File: src/sv/lru_pkg.sv
// Shared types and constants for the LRU frame replacement block.
// No dependencies; every other file imports this package.
package lru_pkg;

    localparam int FRAME_W        = 6;
    localparam int STATUS_W       = 2;
    localparam int DEFAULT_FRAMES = 64;

    typedef logic [FRAME_W-1:0]  t_frame;
    typedef logic [STATUS_W-1:0] t_status;

    localparam t_status STATUS_REF_DONE = 2'd0;
    localparam t_status STATUS_EVICTED  = 2'd1;
    localparam t_status STATUS_EMPTY    = 2'd2;

    // Token that walks down the cell chain during a reference.
    // carry: frame to store in the next cell, key: frame being referenced.
    typedef struct packed {
        logic   vld;
        t_frame carry;
        t_frame key;
    } t_token;

endpackage

File: src/sv/lru_req_if.sv
// Request channel: valid/ready handshake carrying mode and frame number.
// Depends on lru_pkg.
interface lru_req_if
    import lru_pkg::*;
();
    logic   valid;
    logic   ready;
    logic   mode;
    t_frame frame_num;

    modport source (output valid, output mode, output frame_num, input ready);
    modport sink   (input valid, input mode, input frame_num, output ready);
endinterface

File: src/sv/lru_rsp_if.sv
// Response channel: valid/ready handshake carrying victim frame and status.
// Depends on lru_pkg.
interface lru_rsp_if
    import lru_pkg::*;
();
    logic    valid;
    logic    ready;
    t_frame  victim_frame;
    t_status status;

    modport source (output valid, output victim_frame, output status, input ready);
    modport sink   (input valid, input victim_frame, input status, output ready);
endinterface

File: src/sv/lru_frame_replacement.sv
// Top level of the LRU frame replacement block: request/response control
// and a chain of lru_cell instances. Depends on lru_pkg, lru_req_if,
// lru_rsp_if and lru_cell.
//
// The order is kept in a chain of FRAMES cells with the most recently used
// frame in cell 0 and the least recently used in the last valid cell. An
// evict, or a reference to a frame number not below FRAMES, has its response
// registered on acceptance, and such transactions can be accepted every
// cycle while no walk is in progress and the response slot is free or being
// read. A reference pushes a token into cell 0 that moves one cell per
// cycle, shifting frames toward the tail until it reaches the cell holding
// the frame or the first empty cell, which absorbs it; no new request is
// accepted before the response is registered. Reset empties the order at
// once.
module lru_frame_replacement
    import lru_pkg::*;
#(
    parameter int FRAMES = DEFAULT_FRAMES
) (
    input  logic        i_clk,
    input  logic        i_rst_n,
    lru_req_if.sink     i_req,
    lru_rsp_if.source   o_rsp
);

    localparam logic ST_IDLE = 1'b0;
    localparam logic ST_WALK = 1'b1;

    logic    r_state;
    logic    n_state;
    logic    r_out_vld;
    t_frame  r_out_victim;
    t_status r_out_status;

    t_token             tok_chain [FRAMES+1];
    logic [FRAMES-1:0]  cell_valid;
    logic [FRAMES-1:0]  cell_done;
    t_frame             cell_victim [FRAMES];

    logic   accept;
    logic   in_range;
    logic   evict;
    logic   done_any;
    t_frame victim;

    assign in_range = (32'(i_req.frame_num) < 32'(FRAMES));
    assign i_req.ready = (r_state == ST_IDLE) && (!r_out_vld || o_rsp.ready);
    assign accept   = i_req.valid && i_req.ready;
    assign evict    = accept && i_req.mode;
    assign done_any = |cell_done;

    always_comb begin
        tok_chain[0].vld   = accept && !i_req.mode && in_range;
        tok_chain[0].carry = i_req.frame_num;
        tok_chain[0].key   = i_req.frame_num;
    end

    always_comb begin
        victim = '0;
        for (int i = 0; i < FRAMES; i++) begin
            victim = victim | cell_victim[i];
        end
    end

    for (genvar g = 0; g < FRAMES; g++) begin : g_cell
        logic next_valid;
        if (g == FRAMES - 1) begin : g_last
            assign next_valid = 1'b0;
        end else begin : g_mid
            assign next_valid = cell_valid[g+1];
        end
        lru_cell u_cell (
            .i_clk        (i_clk),
            .i_rst_n      (i_rst_n),
            .i_tok        (tok_chain[g]),
            .i_next_valid (next_valid),
            .i_evict      (evict),
            .o_tok        (tok_chain[g+1]),
            .o_valid      (cell_valid[g]),
            .o_done       (cell_done[g]),
            .o_victim     (cell_victim[g])
        );
    end

    always_comb begin
        n_state = r_state;
        unique case (r_state)
            ST_IDLE: begin
                if (tok_chain[0].vld) begin
                    n_state = ST_WALK;
                end
            end
            ST_WALK: begin
                if (done_any) begin
                    n_state = ST_IDLE;
                end
            end
            default: n_state = ST_IDLE;
        endcase
    end

    always_ff @(posedge i_clk) begin
        if (!i_rst_n) begin
            r_state   <= ST_IDLE;
            r_out_vld <= 1'b0;
        end else begin
            r_state <= n_state;
            priority if (done_any || (accept && (i_req.mode || !in_range))) begin
                r_out_vld <= 1'b1;
            end else if (o_rsp.ready) begin
                r_out_vld <= 1'b0;
            end else begin
                r_out_vld <= r_out_vld;
            end
        end
    end

    always_ff @(posedge i_clk) begin
        priority if (done_any) begin
            r_out_victim <= '0;
            r_out_status <= STATUS_REF_DONE;
        end else if (evict) begin
            // empty order when cell 0 holds nothing
            r_out_victim <= cell_valid[0] ? victim : '0;
            r_out_status <= cell_valid[0] ? STATUS_EVICTED : STATUS_EMPTY;
        end else if (accept) begin
            r_out_victim <= '0;
            r_out_status <= STATUS_REF_DONE;
        end else begin
            r_out_victim <= r_out_victim;
            r_out_status <= r_out_status;
        end
    end

    assign o_rsp.valid        = r_out_vld;
    assign o_rsp.victim_frame = r_out_victim;
    assign o_rsp.status       = r_out_status;

    a_done_walk: assert property (@(posedge i_clk) disable iff (!i_rst_n)
        done_any |-> (r_state == ST_WALK))
        else $error("token absorbed outside a walk");

    a_done_single: assert property (@(posedge i_clk) disable iff (!i_rst_n)
        $onehot0(cell_done))
        else $error("more than one cell absorbed the token");

    a_valid_prefix: assert property (@(posedge i_clk) disable iff (!i_rst_n)
        $onehot({1'b0, cell_valid} + {{FRAMES{1'b0}}, 1'b1}))
        else $error("valid cells do not form a prefix");

    a_ref_walks: assert property (@(posedge i_clk) disable iff (!i_rst_n)
        tok_chain[0].vld |=> (r_state == ST_WALK) && !r_out_vld)
        else $error("reference did not start a walk with a free output slot");

    a_chain_end: assert property (@(posedge i_clk) disable iff (!i_rst_n)
        !tok_chain[FRAMES].vld)
        else $error("token ran off the end of the chain");

endmodule

File: src/sv/lru_cell.sv
// One cell of the LRU chain: holds a frame number and a valid bit, and
// forwards its old frame to the next cell while a reference token passes.
// Depends on lru_pkg.
module lru_cell
    import lru_pkg::*;
(
    input  logic   i_clk,
    input  logic   i_rst_n,
    input  t_token i_tok,
    input  logic   i_next_valid,
    input  logic   i_evict,
    output t_token o_tok,
    output logic   o_valid,
    output logic   o_done,
    output t_frame o_victim
);

    logic   r_valid;
    t_frame r_frame;
    logic   r_tok_vld;
    t_frame r_tok_carry;
    t_frame r_tok_key;

    logic hit;
    logic tail;

    always_comb begin
        hit       = r_valid && (r_frame == r_tok_key);
        tail      = r_valid && !i_next_valid;
        // absorb the token on a match or at the first empty cell
        o_done    = r_tok_vld && (!r_valid || hit);
        o_tok.vld = r_tok_vld && r_valid && !hit;
        o_tok.carry = r_frame;
        o_tok.key   = r_tok_key;
        o_valid   = r_valid;
        o_victim  = tail ? r_frame : '0;
    end

    always_ff @(posedge i_clk) begin
        if (!i_rst_n) begin
            r_valid   <= 1'b0;
            r_tok_vld <= 1'b0;
        end else begin
            r_tok_vld <= i_tok.vld;
            if (r_tok_vld) begin
                r_valid <= 1'b1;
            end else if (i_evict && tail) begin
                r_valid <= 1'b0;
            end
        end
    end

    always_ff @(posedge i_clk) begin
        r_tok_carry <= i_tok.carry;
        r_tok_key   <= i_tok.key;
        if (r_tok_vld) begin
            r_frame <= r_tok_carry;
        end
    end

endmodule
File: src/flat_wrapper.sv
// flat-port wrapper written by rule: the top's interface ports become plain ports
module lru_frame_replacement_flat import lru_pkg::*;
#(
    parameter int FRAMES = DEFAULT_FRAMES
)
  (i_clk, i_rst_n, i_req_valid, i_req_mode, i_req_frame_num, i_req_ready, o_rsp_valid, o_rsp_victim_frame, o_rsp_status, o_rsp_ready);
  lru_req_if i_req_i ();
  lru_rsp_if o_rsp_i ();
  input  logic i_clk;
  input  logic i_rst_n;
  input wire logic [$bits(i_req_i.valid)-1:0] i_req_valid;
  input wire logic [$bits(i_req_i.mode)-1:0] i_req_mode;
  input wire logic [$bits(i_req_i.frame_num)-1:0] i_req_frame_num;
  output wire logic [$bits(i_req_i.ready)-1:0] i_req_ready;
  output wire logic [$bits(o_rsp_i.valid)-1:0] o_rsp_valid;
  output wire logic [$bits(o_rsp_i.victim_frame)-1:0] o_rsp_victim_frame;
  output wire logic [$bits(o_rsp_i.status)-1:0] o_rsp_status;
  input wire logic [$bits(o_rsp_i.ready)-1:0] o_rsp_ready;
  assign i_req_i.valid = i_req_valid;
  assign i_req_i.mode = i_req_mode;
  assign i_req_i.frame_num = i_req_frame_num;
  assign i_req_ready = i_req_i.ready;
  assign o_rsp_valid = o_rsp_i.valid;
  assign o_rsp_victim_frame = o_rsp_i.victim_frame;
  assign o_rsp_status = o_rsp_i.status;
  assign o_rsp_i.ready = o_rsp_ready;
  lru_frame_replacement #(.FRAMES(FRAMES)) u_core (.i_clk(i_clk), .i_rst_n(i_rst_n), .i_req(i_req_i), .o_rsp(o_rsp_i));
endmodule
File: config.mk
export PLATFORM = sky130hd
export DESIGN_NAME = lru_frame_replacement_flat
export DESIGN_NICKNAME = d
export VERILOG_FILES = /design/src/sv/lru_pkg.sv /design/src/sv/lru_req_if.sv /design/src/sv/lru_rsp_if.sv /design/src/sv/lru_frame_replacement.sv /design/src/sv/lru_cell.sv /design/src/flat_wrapper.sv
export SDC_FILE = /design/constraint.sdc
export NUM_CORES = 1
export LEC_CHECK = 0
export ABC_AREA = 1
export BUFFER_PORTS_ARGS = -buffer_cell sky130_fd_sc_hd__buf_2
export CELL_PAD_IN_SITES_DETAIL_PLACEMENT = 0
export CELL_PAD_IN_SITES_GLOBAL_PLACEMENT = 1
export CORE_ASPECT_RATIO = 0.75
export CORE_MARGIN = 2
export CORE_UTILIZATION = 40
export DETAILED_ROUTE_END_ITERATION = 7
export GPL_ROUTABILITY_DRIVEN = 0
export PLACE_DENSITY = 0.62
export SETUP_SLACK_MARGIN = 0.05
export SLEW_MARGIN = 20
export SYNTH_ARGS = -nofsm -noshare
export SYNTH_HDL_FRONTEND = slang
export SYNTH_HIERARCHICAL = 1
export SYNTH_SLANG_ARGS = --single-unit
File: constraint.sdc
create_clock -name i_clk -period 3.3 [get_ports i_clk]
set_input_delay 0.165 -clock i_clk [delete_from_list [all_inputs] [get_ports i_clk]]
set_output_delay 0.165 -clock i_clk [all_outputs]
set_load 0.01 [all_outputs]
# After elaboration in Yosys (flattened, before gate mapping)
# Index checks and enable logic that the tools add are counted.
[word_totals] ff_bits=1284 input_bits=11 output_inout_bits=10 elab_cells=1301
[op_classes] n_eq_ne=64 muxes=203 n_bitwise=64 reduce_logical=647
[op_table] op="6-bit 2-to-1 mux" count=67
[op_table] op="1-bit logical AND" count=385
[op_table] op="6-bit equality test" count=64
[op_table] op="6-bit OR" count=63
[op_table] op="1-bit 2-to-1 mux" count=132
[op_table] op="2-bit nonzero test" count=66
[op_table] op="1-bit zero test" count=129
[op_table] op="1-bit logical OR" count=66
[op_table] op="64-bit OR reduction" count=1
[op_table] op="2-bit 2-to-1 mux" count=3
[op_table] op="1-bit one-hot mux with 2 select lines" count=1
[op_table] op="1-bit inverter" count=1

# Depth between registers and ports, before layout
# Gate-level depths: netlist of the first run.
[depth] ltp_word=68 depth_mapped=14

# By module
# The synthesis of the first run kept the hierarchy.
[by_module_without_submodules] mod="lru_cell" instances=64 cells_each=71 area_each_um2=674.4 seq_area_each_um2=460.4
[by_module_without_submodules] mod="lru_frame_replacement" instances=1 cells_each=490 area_each_um2=2090.8 seq_area_each_um2=200.2

# Worst setup path before layout of the first run
# OpenSTA, ideal clock, no wires.
[synth_path] path_kind="flip-flop to flip-flop" from="register u_core.r_out_vld, in the netlist u_core/o_rsp.valid" to="register u_core.g_cell[0].u_cell.r_valid" setup_time_ns=0.123 t_arrival_ns=1.724 required_ns=3.177 slack_ns=1.452 stages_incl_launch_ff=10 n_path_buf=1 synth_period_minus_slack_ns=1.848 path_cell_list="dfxtp_1 -> inv_2 -> nor2_2 -> nor2_4 -> nand2_4 -> buf_6 -> nor2_4 -> nand2_1 -> nand2_1 -> a21boi_0"
[synth_via] elab_chain_cells=7
[synth_lines] item="from (decl)" line_no="lru_frame_replacement.sv:31" text="logic r_out_vld;"
[synth_lines] item="from (signal assigned)" line_no="lru_frame_replacement.sv:113" text="r_out_vld <= r_out_vld;"
[synth_lines] item="1-bit zero test" line_no="lru_frame_replacement.sv:47" text="assign i_req.ready = (r_state == ST_IDLE) && (!r_out_vld || o_rsp.ready);"
[synth_lines] item="1-bit logical OR" line_no="lru_frame_replacement.sv:47"
[synth_lines] item="1-bit logical AND" line_no="lru_frame_replacement.sv:47"
[synth_lines] item="named net i_req_ready" line_no="flat_wrapper.sv:14" text="output wire logic [$bits(i_req_i.ready)-1:0] i_req_ready;"
[synth_lines] item="1-bit logical AND" line_no="lru_frame_replacement.sv:48" text="assign accept = i_req.valid && i_req.ready;"
[synth_lines] item="1-bit logical AND" line_no="lru_frame_replacement.sv:49" text="assign evict = accept && i_req.mode;"
[synth_lines] item="named net u_core.evict" line_no="lru_frame_replacement.sv:42" text="logic evict;"
[synth_lines] item="1-bit logical AND" line_no="lru_cell.sv:47" text="end else if (i_evict && tail) begin"
[synth_lines] item="2-bit nonzero test (no line)"
[synth_lines] item="to (signal assigned)" line_no="lru_cell.sv:41" text="r_valid <= 1'b0;"
[synth_lines] item="to (signal assigned)" line_no="lru_cell.sv:46" text="r_valid <= 1'b1;"
[synth_lines] item="to (signal assigned)" line_no="lru_cell.sv:48" text="r_valid <= 1'b0;"
[synth_lines] item="to (decl)" line_no="lru_cell.sv:18" text="logic r_valid;"
# The timed path passes the listed nets, and every way through them passes these cells.
# A chain may end at the register's enable or synchronous reset.

# Final worst setup path of the first run
[layout_path] from="register u_core.g_cell[49].u_cell.r_frame[3]" to="register u_core.r_out_victim[1], in the netlist u_core/o_rsp.victim_frame[1]"
[layout_via] elab_chain_cells=5
[layout_lines] item="from (decl)" line_no="lru_cell.sv:19" text="t_frame r_frame;"
[layout_lines] item="from (signal assigned)" line_no="lru_cell.sv:57" text="r_frame <= r_tok_carry;"
[layout_lines] item="6-bit equality test" line_no="lru_cell.sv:28" text="hit = r_valid && (r_frame == r_tok_key);"
[layout_lines] item="1-bit logical AND" line_no="lru_cell.sv:28"
[layout_lines] item="1-bit logical OR" line_no="lru_cell.sv:31" text="o_done = r_tok_vld && (!r_valid || hit);"
[layout_lines] item="1-bit logical AND" line_no="lru_cell.sv:31"
[layout_lines] item="named net u_core.cell_done[49]" line_no="lru_frame_replacement.sv:37" text="logic [FRAMES-1:0] cell_done;"
[layout_lines] item="64-bit OR reduction" line_no="lru_frame_replacement.sv:50" text="assign done_any = |cell_done;"
[layout_lines] item="to (signal assigned)" line_no="lru_frame_replacement.sv:124" text="r_out_victim <= cell_valid[0] ? victim : '0;"
[layout_lines] item="to (signal assigned)" line_no="lru_frame_replacement.sv:130" text="r_out_victim <= r_out_victim;"
[layout_lines] item="to (decl)" line_no="lru_frame_replacement.sv:32" text="t_frame r_out_victim;"
# The timed path passes the listed nets, and every way through them passes these cells.

==> results of run 1 <==
## repair_timing
item	CTS	global route
hold buffers	12	0
endpoints found under the hold margin	48	0
gates resized for setup	0	0
## power by group through the flow
stage | combinational (mW) | sequential, mW | clock, mW
floorplan | 0.379 | 16.9 | 0
global route | 0.618 | 16.6 | 16.6
global placement | 0.533 | 17.0 | 0
finish | 0.537 | 16.6 | 15.4
CTS | 0.546 | 16.6 | 15.9
detailed placement | 0.532 | 17.0 | 0
## flip-flops by register name (all words and copies together), names as in the netlist
signal / count
u_core/g_cell.u_cell/r_frame: 384
u_core/g_cell.u_cell/r_tok_carry: 384
u_core/g_cell.u_cell/r_tok_vld: 64
u_core/o_rsp.valid: 1
u_core/g_cell.u_cell/r_tok_key: 384
u_core/o_rsp.victim_frame: 6
u_core/o_rsp.status: 2
u_core/g_cell.u_cell/o_valid: 64
u_core/r_state: 1
## worst max-delay path: stages (launching register included)
cell and delay [ps]:
edfxtp_1 440, inv_1 140, nand2_1 60, nand2_1 80
nor2_2 50, nand3_2 70, a21oi_2 60, nor2_1 170
nand2_1 110, nor2_1 270, nand2_1 260, nor2_4 200
nand2_4 120, a21oi_1 120, dlygate4sd3_1 550
## layout make-up
class | count | share of cell area (%)
tap | 1512 | 3.64
sequential | 1290 | 57.1
multi-input combinational | 2776 | 23.0
clock inverter | 46 | 1.20
clock buffer | 200 | 7.54
inverter | 965 | 6.97
timing repair buffer | 37 | 0.549
## stage by stage
step / instances / util (%) / hold slack, ps / area, um2
6_report: 6826 / 46.5 / 116 / 52000
5_1_grt: 6826 / 46.5 / 91.5 / 52000
4_1_cts: 6826 / 46.5 / 54.8 / 52000
3_5_place_dp: 6568 / 42.3 / 290 / 47300
3_3_place_gp: 6568 / 42.3 / 294 / 47300
2_1_floorplan: 5032 / - / 193 / 45200
## per-layer routing
metal	vias up	share of wire, %
li1	15300	-
met1	12500	56
met2	333	38
met3	125	3.8
met4	0	1.9
met5	-	0
## worst min-delay path by stage
stage                             startpoint                                endpoint  slack (ps)
after global routing      i_req_frame_num[4]  u_core/g_cell[0].u_cell/r_tok_carry[4]          90
after floorplan           i_req_frame_num[0]  u_core/g_cell[0].u_cell/r_tok_carry[0]         190
final                     i_req_frame_num[2]    u_core/g_cell[0].u_cell/r_tok_key[2]         120
after CTS                 i_req_frame_num[2]    u_core/g_cell[0].u_cell/r_tok_key[2]          50
after detailed placement  i_req_frame_num[1]    u_core/g_cell[0].u_cell/r_tok_key[1]         290
after global placement    i_req_frame_num[1]    u_core/g_cell[0].u_cell/r_tok_key[1]         290
## placed cells by master, fill, tap and decap left out, drive strengths merged
cell and n:
nand3 65, nor2 939, a21boi 65, o21ai 1, conb 1, bufinv 13, nor3 1, a22oi 1
clkbuf 200, clkinv 26, dfxtp 906, dlygate4sd3 12, nand2 1631, clkinvlp 1, edfxtp 384, o22ai 1
inv 971, buf 25, a21oi 71
==> results list, run 1 <==
* Number of buffer cells added on primary ports: 20
- The setup path with the least slack is of type flop to flop.
- Post-CTS setup buffer count: 0
* Portion of total power attributed to sequential cells: between 50% and 60%
* Register Area: between 20,000 and 30,000 um2
* Worst reg2reg path startpoint: u_core/g_cell[49].u_cell/r_frame[3]
* RSZ-0062 raised after global routing: false
- Layout overhead on the synthesized area: 14.8%
- Biggest fanout along the worst timing path: 9
* Number of sinks driven by the clock tree: about 1,300
* Skew-Pair Late Insertion Delay: between 700 and 800 ps
- Clock Root Buffer: clkbuf_16
- Internal: roughly 26 mW
- Post-synthesis instance total: around 5,000
- Data on the critical path is required at its endpoint by between 3000 and 4000 ps.
- Dividing the detail-routed via count by the number of cells gives ~4.1.
* Post-place setup slack: between 800 and 900 ps
- The worst register-to-register path ends at u_core/o_rsp.victim_frame[1].
- Final Routed Wirelength: between 90 and 100 mm
- Num rows: about 110
* Arrival @ worst endpoint: approximately 3400 ps
- The flow ran to the end, and the final reports show no timing, DRC or antenna violations.
- The clock network accounts for 47.4% of the total power.
- Clock-pin slew was measured on the worst setup and hold paths at approximately 60 ps.
- Proportion of layout cells with a drive suffix above 1: a little over a tenth
- Worst setup path startpoint: u_core/g_cell[49].u_cell/r_frame[3]
- Antenna Nets Post-Route: 0
- PD cells: ~630 nW/um2
- The via count of the first global-routing pass was around 27,000.
- First-pass GRT wire length: ~150 mm
* R2R cell count: 14
- The number of nets in the synthesized netlist is approximately 5,000.
- Final count of hold timing violations: 0
- Capturing instance or port of the critical path: u_core/o_rsp.victim_frame[1]
* Post-layout power: 32.6 mW
* Worst Hold Path Cells: 2
- Worst min-delay path category: primary input to flop
- The initial antenna violation count came to 1.
- Number of max-slew violations in the final report: 0
- Final clock skew: around 18 ps
- Wire length per cell after detailed routing: 14.2 um
* Worst-case headroom to the max-slew limit: between 50% and 60%
- The final route contains ~28,000 vias.
* Most congested layer reported by global routing: met1
- Final sum of negative setup slack: 0 ps
- H-Tree Depth: 4
- Clock tree synthesis inserted a total of around 130 buffers.
- Number of max-cap violations: 0
- Initial standard-cell utilization of the core: between 40% and 50%
* Upper clock frequency limit: between 300 and 400 MHz
* Transition time at the pin with the least slew margin: ~740 ps
* Total die area: approximately 120,000 um2
* Worst IR Drop VDD: 436 uV
- The die is just under 400 um wide.
- Setup slack after layout: between 500 and 600 ps
- Post-layout minimum cycle time: between 2000 and 3000 ps
* Sort of element at the start of the critical path: flop
- After the last flow step, the layout net total stands at approximately 5,200.
- Combinational cells account for ~1.6% of the total power.
* Buffers from clock root to sink, at most: 3
- Post-synthesis area per instance: 8.99 um2
* Ports: 21
- Global routing consumed, on the met3 layer, under 10% of the routing resources.
- Number of detailed-route iterations in the first pass: 5
* Critical Path End Type: flop
- The multi-input combinational cells in the finished layout cover a total of 11,900 um2.
- Total global routing overflow: 0
* Static leakage: 25.2 nW
- TritonCTS built the clock tree.
- In the global route stage, met1 resource usage came out at 27.1%.
* Tcrit/Tclk final: 83.6%
- The total area inside the core boundary comes to ~110,000 um2.
* Sw power: between 6 and 7 mW
- DRC viols: 0
* GRT met2 Usage: a little under a quarter
* Final setup fails: 0
* Number of antenna cells inserted: 0
- The detailed router finished its first iteration with approximately 1,700 violations.
- Total track usage: between 15 and 20%
* Area of the mapped netlist: between 40,000 and 50,000 um2
- After legalization and detailed placement, the total HPWL measured about 71 mm.
* Fill cell instance count of the final layout: approximately 11,000
- In this run the register-to-register setup slack is about 540 ps.
* Pin count of the biggest net entering global routing: 52
- Fraction of power spent switching nets: between 20% and 30%
- During synthesis, Yosys emitted a total of 6 warnings.
* Vertical die dimension: roughly 300 um
Note: power is estimated with default switching activity, not from simulation.
==> inputs of run 2 (changes only) <==
- PLACE_DENSITY: 0.62 -> 0.65
- clock period: 3.3 -> 2.22 ns (I/O delays scaled with it)
==> results list, run 2 (synthesized netlist as in run 1, its figures left out) <==
* Top layer reached by signal wires: met4
- H-Tree Depth: 4 (unchanged)
- CTS Buf Count: 132 (-0.75%)
- The total number of nets in the final design came to 5,259 (+0.86%).
* Vertical die dimension: 295 um (unchanged)
* Critical Path End Type: flop
- The smallest setup slack after layout was 183 ps (-359 ps).
* Clock slew at reported path FFs: 60 ps (about the same)
- The total die area is 116,000 um2 (unchanged).
- The global router's overall resource usage was 17.0% (-0.19 points).
* Fill cell instance count of the final layout: 10,800 (+0.49%)
- Skew-Pair Late Insertion Delay: 740 ps (about the same)
- Most frequent standard cell in the layout excluding fill and tap cells: nand2_1
- The arrival time reported for the critical path endpoint came to 2660 ps (-770 ps).
- The routed length per placed instance was 14.0 um (-1.5%).
- Static leakage: 25.3 nW (+0.65%)
- The leftover overflow at the end of global routing is 0 (unchanged).
- The remaining antenna violation count was 0 (unchanged).
* Final setup fails: 0 (unchanged)
- The first-pass iteration count of the detailed router came to 5 (unchanged).
- Slack of the worst reg-to-reg path: 180 ps (-360 ps)
* Layout overhead on the synthesized area: 15.3%
- Worst reg2reg path startpoint: u_core/g_cell[57].u_cell/o_valid
* Tcrit/Tclk final: 91.7% (+8.2 points)
- TritonCTS clock tree: built
- Number of max-cap violations: 0 (unchanged)
* Final Routed Wirelength: 96.2 mm (-0.92%)
- Vias: 28,400 (+0.65%)
* Post-layout power: 47.5 mW (+46%)
- The cell area reported after detailed placement came to 47,600 um2 (+0.72%).
- In this run the critical register-to-register path is captured at u_core/o_rsp.victim_frame[5].
* Sort of element at the start of the critical path: flop
- Final clock skew: 19.2 ps (+1.47 ps)
- Biggest fanout along the worst timing path: 6 (-3)
* Number of sinks driven by the clock tree: 1,290 (unchanged)
- Setup repair after global routing could not meet its margin everywhere.
- The routed length on met3 is 3.68 mm (-1.4%).
* Worst min-delay path category: primary input to flop
- Status: finished clean
- Clock Root Buffer: clkbuf_16
* Data required time at the worst endpoint: 2840 ps (-1130 ps)
- Top Registers: u_core/g_cell.u_cell/r_frame x384, u_core/g_cell.u_cell/r_tok_carry x384, u_core/g_cell.u_cell/r_tok_key x384
- Worst Hold Path Cells: 2 (unchanged)
- The HPWL after detailed placement is 70.5 mm (-1.0%).
- The die extent in x came to 392 um (unchanged).
- Number of max-slew violations in the final report: 0 (unchanged)
* Transition time at the pin with the least slew margin: 574 ps (-170 ps)
- Commonest cells after routing, fill and taps aside: 1,623 x nand2_1, 962 x inv_1, 906 x dfxtp_1
- Initial DRC Count: 1,579 (-7.8%)
- DRC viols: 0 (unchanged)
- The largest net degree at the start of global routing came to 43 (-17%).
- Start point of the worst min-delay path: i_req_frame_num[3]
- Initial standard-cell utilization of the core: 40.5% (unchanged)
- Type of the setup path with the least slack: flop to flop
- The per-cell via count in the routed design is 4.14 (about the same).
* Vias in the first global route: 27,000 (-0.44%)
- The placeable core area was 112,000 um2 (unchanged).
- Proportion of layout cells with a drive suffix above 1: 11.4% (+0.98 points)
- The first-pass GRT wire length came to 152 mm (-1.1%).
* Buffers from clock root to sink, at most: 3 (unchanged)
- Final std cell area, no fill: 52,200 um2 (+0.45%)
- Worst min-delay path endpoint: u_core/g_cell[0].u_cell/r_tok_key[3]
- The upper clock frequency limit is 491 MHz (+35%).
- Final count of hold timing violations: 0 (unchanged)
- Post-place setup slack: 59.5 ps (-835 ps)
- The worst slew margin relative to its limit came to 61.7% (+11 points).
- The final setup TNS was 0 ps (unchanged).
- R2R cell count: 12 (-2)
- Worst setup path startpoint: u_core/g_cell[57].u_cell/o_valid
* Core Util, Final: 46.7% (+0.21 points)
- The worst vdd rail ir drop came to 711 uV (+63%).
- The number of port buffers came to 20 (unchanged).
- Ports: 21 (unchanged)
- The shortest period the worst path allows came to 2040 ps (-721 ps).
- Total routed wire length on the met1 layer: 54.1 mm (-0.58%)
- Number of antenna violations at the first check in global routing: 3 (+2)
* PD cells: 911 nW/um2 (+45%)
- The detailed-routed wire length on met2 was 36.5 mm (-1.5%).
- The number of core rows was 106 (unchanged).
-- run 2: cell count changes in the layout (fill, tap and decap cells not counted), moves of 5 or more --
cell,change
clkinv_1,+5
clkbuf_8,+7
nand2_2,+6
buf_4,+42
bufinv_16,-7
clkbuf_1,-12
nand2_1,-6
nor2_1,-5
clkbuf_16,-7
-- run 2: area by class of cell --
class	count	area (um2)	area share, %
timing repair buffer	83	661	1.27
tap	1512	1890	3.63
clock inverter	53	569	1.09
multi-input combinational	2776	12000	22.9
inverter	965	3620	6.94
sequential	1290	29700	56.9
antenna	1	2.50	0.00480
clock buffer	188	3790	7.27
-- run 2: critical path, stage by stage (launching register included) --
cell,delay [ps]
dfxtp_1,410
inv_1,100
nand2_2,130
nor2_1,90
nor2_1,180
nand2_1,120
nor2_1,310
nand2_1,120
nor2_1,110
buf_4,160
nand2_1,60
nand2_1,60
a21oi_1,60
-- run 2: what timing repair did --
item | CTS | global route
pin swaps | 0 | 0
setup buffers | 0 | 2
hold endpoints to repair | 57 | 0
endpoints found under the setup margin | 1 | 10
hold buffers | 14 | 0
gates resized for setup | 1 | 11
-- run 2: through the flow --
step,hold WS [ps],std cells
after floorplan,139,5032
after global placement,242,6610
after detailed placement,248,6610
after CTS,0.0112,6865
after global routing,28.8,6867
final,60.8,6868
-- run 2: power breakdown --
part / switching, mW / internal (mW)
clock: 9.32 / 12.7
sequential: 0.261 / 24.4
combinational: 0.497 / 0.299
total: 10.1 / 37.5
-- run 2: worst max path at each step --
stage,to,slack (ps),cells after the start
6_report,u_core/o_rsp.victim_frame[5],180,12
5_1_grt,u_core/o_rsp.valid,30,15
4_1_cts,u_core/o_rsp.valid,110,14
3_5_place_dp,u_core/o_rsp.victim_frame[0],60,12
3_3_place_gp,u_core/o_rsp.victim_frame[0],20,12
2_1_floorplan,u_core/g_cell[0].u_cell/o_valid,370,9
-- run 2: layer usage --
layer | track usage (%) | vias up
met5 | 0 | -
met4 | 5.24 | 0
met3 | 2.85 | 128
met2 | 22.9 | 389
met1 | 27.2 | 12600
li1 | - | 15300
==> inputs of run 3 (changes only) <==
- PLACE_DENSITY: 0.65 -> 0.62
- clock period: 2.22 -> 1.9 ns (I/O delays scaled with it)
==> results list, run 3 (synthesized netlist as in run 1, its figures left out) <==
- The flow ran to the end, but the final reports show violations.
* Violated checks: setup timing
- Slowest stage delay, CP: 400 ps (about the same)
- Clock Root Buffer: clkbuf_16
- The effective utilization at floorplan is 40.5% (unchanged).
- Vias: 30,500 (+7.3%)
- Walking the worst path, the cells encountered are inv_1, nand2_1, nand2_1, nor2_2, nand3_2, a21oi_2, nor2_1, nand2_1, nor2_4, nand2_4, nor2_4, nand2_4, o21ai_2, inv_1.
- The total number of nets in the final design came to 5,939 (+13%).
- Initial DRC Count: 1,546 (-2.1%)
- The first-pass GRT wire length came to 158 mm (+4.3%).
- The area growth from synthesis to layout is 27.0%.
- Die Width: 392 um (unchanged)
* Proportion of layout cells with a drive suffix above 1: 22.8% (+11 points)
* Register Area: 29,700 um2 (about the same)
- The upper clock frequency limit came to 520 MHz (+6.0%).
- The total die area was 116,000 um2 (unchanged).
* DP Wirelength: 73.4 mm (+4.1%)
- Final setup fails: 2 (+2)
- H-Tree Depth: 4 (unchanged)
- The smallest setup slack after layout was -21.9 ps (-205 ps).
* Library cell contributing the largest single delay on the critical path: edfxtp_1
- The largest clock skew in the final design is 18.6 ps (-0.594 ps).
* Number of detailed-route iterations in the first pass: 5 (unchanged)
- Worst IR Drop VDD: 946 uV (+33%)
- The count of final hold-check violations is 0 (unchanged).
- The total length of routed wires came to 99.1 mm (+3.0%).
* TritonCTS clock tree: built
- The total area of multi-input combinational cells came to 12,200 um2 (+2.1%).
- The final hold slack came to 74.5 ps (+13.7 ps).
- The number of sinks driven by the clock tree was 1,290 (unchanged).
- The global router's overall resource usage came to 17.6% (+0.56 points).
- The number of core rows was 106 (unchanged).
- Setup repair after global routing could not meet its margin everywhere.
- CTS Buf Count: 133 (+0.76%)
* Pin count of the biggest net entering global routing: 72 (+67%)
- Core Util, Final: 51.4% (+4.7 points)
- Top Registers: u_core/g_cell.u_cell/r_frame x384, u_core/g_cell.u_cell/r_tok_carry x384, u_core/g_cell.u_cell/r_tok_key x384
* Worst min-delay path category: primary input to flop
- Counting stages on the worst path, the most repeated cell is nand2_1.
- The max-capacitance violation count is 0 (unchanged).
- The height of the die is 295 um (unchanged).
- Biggest fanout along the worst timing path: 5 (-1)
- The number of port buffers was 20 (unchanged).
- Critical Path End Type: flop
* Arrival @ worst endpoint: 2540 ps (-120 ps)
- Number of cells after detailed placement: 7,261 (+9.8%)
- Skew-Pair Late Insertion Delay: 730 ps (about the same)
- In this run the worst setup path begins at u_core/g_cell[39].u_cell/r_frame[3].
- Static leakage: 28.7 nW (+13%)
- Buffers from clock root to sink, at most: 3 (unchanged)
- The placeable core area was 112,000 um2 (unchanged).
- The remaining antenna violation count was 0 (unchanged).
- PD cells: 965 nW/um2 (+5.9%)
- Fill cell instance count of the final layout: 10,600 (-2.2%)
- Number of non-filler instances in the completed layout: 7,549 (+9.9%)
- The boundary pin count came to 21 (unchanged).
- The post-route cell area is 57,500 um2 (+10%).
* Wire length per cell after detailed routing: 13.1 um (-6.3%)
- Commonest cells after routing, fill and taps aside: 1,582 x nand2_1, 946 x inv_1, 900 x dfxtp_1
- Worst reg2reg path startpoint: u_core/g_cell[39].u_cell/r_frame[3]
- The worst hold path begins at i_req_frame_num[1].
- The via count of the first global-routing pass is 29,200 (+8.1%).
- Post-layout minimum cycle time: 1920 ps (-115 ps)
- Standard cell area after detailed placement: 52,500 um2 (+10%)
- Sort of element at the start of the critical path: flop
* Number of antenna violations at the first check in global routing: 5 (+2)
* Clock slew at reported path FFs: 60 ps (about the same)
- The final setup TNS was -35.9 ps (-35.9 ps).
* Tcrit/Tclk final: 101% (+9.4 points)
- Post-place setup slack: -422 ps (-482 ps)
- Data required time at the worst endpoint: 2520 ps (-320 ps)
- Most frequent standard cell in the layout excluding fill and tap cells: nand2_1
* Vias per inst: 4.05 (-2.3%)
- Total global routing overflow: 0 (unchanged)
- DRC viols: 0 (unchanged)
- Number of max-slew violations in the final report: 0 (unchanged)
- The worst setup path is of the flop to flop kind.
- The overall power consumption came to 55.4 mW (+17%).
==> run 3: cell types whose count changed in the layout (fill, tap and decap cells not counted), sizes merged <==
| cell | previous run | this run |
|---|---|---|
| clkbuf | 188 | 199 |
| buf | 69 | 748 |
| nand2 | 1631 | 1632 |
| dlygate4sd3 | 14 | 13 |
| clkinv | 38 | 27 |
| inv | 972 | 974 |
==> run 3: final timing paths <==
path	to	slack [ps]	depth (start not counted)
setup / recovery	u_core/o_rsp.valid	-20	14
hold / removal	u_core/g_cell[0].u_cell/r_tok_carry[1]	70	2
setup reg to reg	u_core/o_rsp.valid	-20	14
hold reg to reg	u_core/g_cell[35].u_cell/r_tok_key[1]	350	0
==> run 3: metal layers <==
layer | routed length, um | global-route usage, %
met1 | 54700 | 27.5
met2 | 38700 | 24.6
met3 | 3870 | 3.04
met4 | 1790 | 4.77
met5 | 0 | 0
==> run 3: repair_timing <==
item | in CTS | in global routing
resized for setup | 42 | 76
setup endpoints to repair | 10 | 10
buffers inserted | 11 | 20
gates cloned | 1 | 0
hold buffers | 13 | 0
pin swaps | 13 | 23
endpoints found under the hold margin | 150 | 0
==> run 3: layout make-up <==
class / count / area share, %
Sequential cell: 1290 / 51.6
Multi-Input combinational cell: 2777 / 21.3
Timing Repair Buffer: 761 / 10.0
Clock buffer: 199 / 6.68
Inverter: 965 / 6.30
Tap cell: 1512 / 3.29
Clock inverter: 44 / 0.792
Antenna cell: 1 / 0.00435
==> run 3: power by group <==
group / internal (mW) / switching, mW / leakage [nW]
clock: 14.9 / 10.7 / 2.10
combinational: 0.426 / 0.596 / 16.4
sequential: 28.5 / 0.313 / 10.1
total: 43.8 / 11.6 / 28.7
==> run 3: critical path: cells and delay by family, from the launching register on <==
| kind | cells | cell delay, ps |
|---|---|---|
| buffers and inverters | 2 | 130 |
| AO/OA/AOI/OAI | 2 | 200 |
| AND/OR/NAND/NOR | 10 | 1080 |
| flip-flops | 1 | 400 |
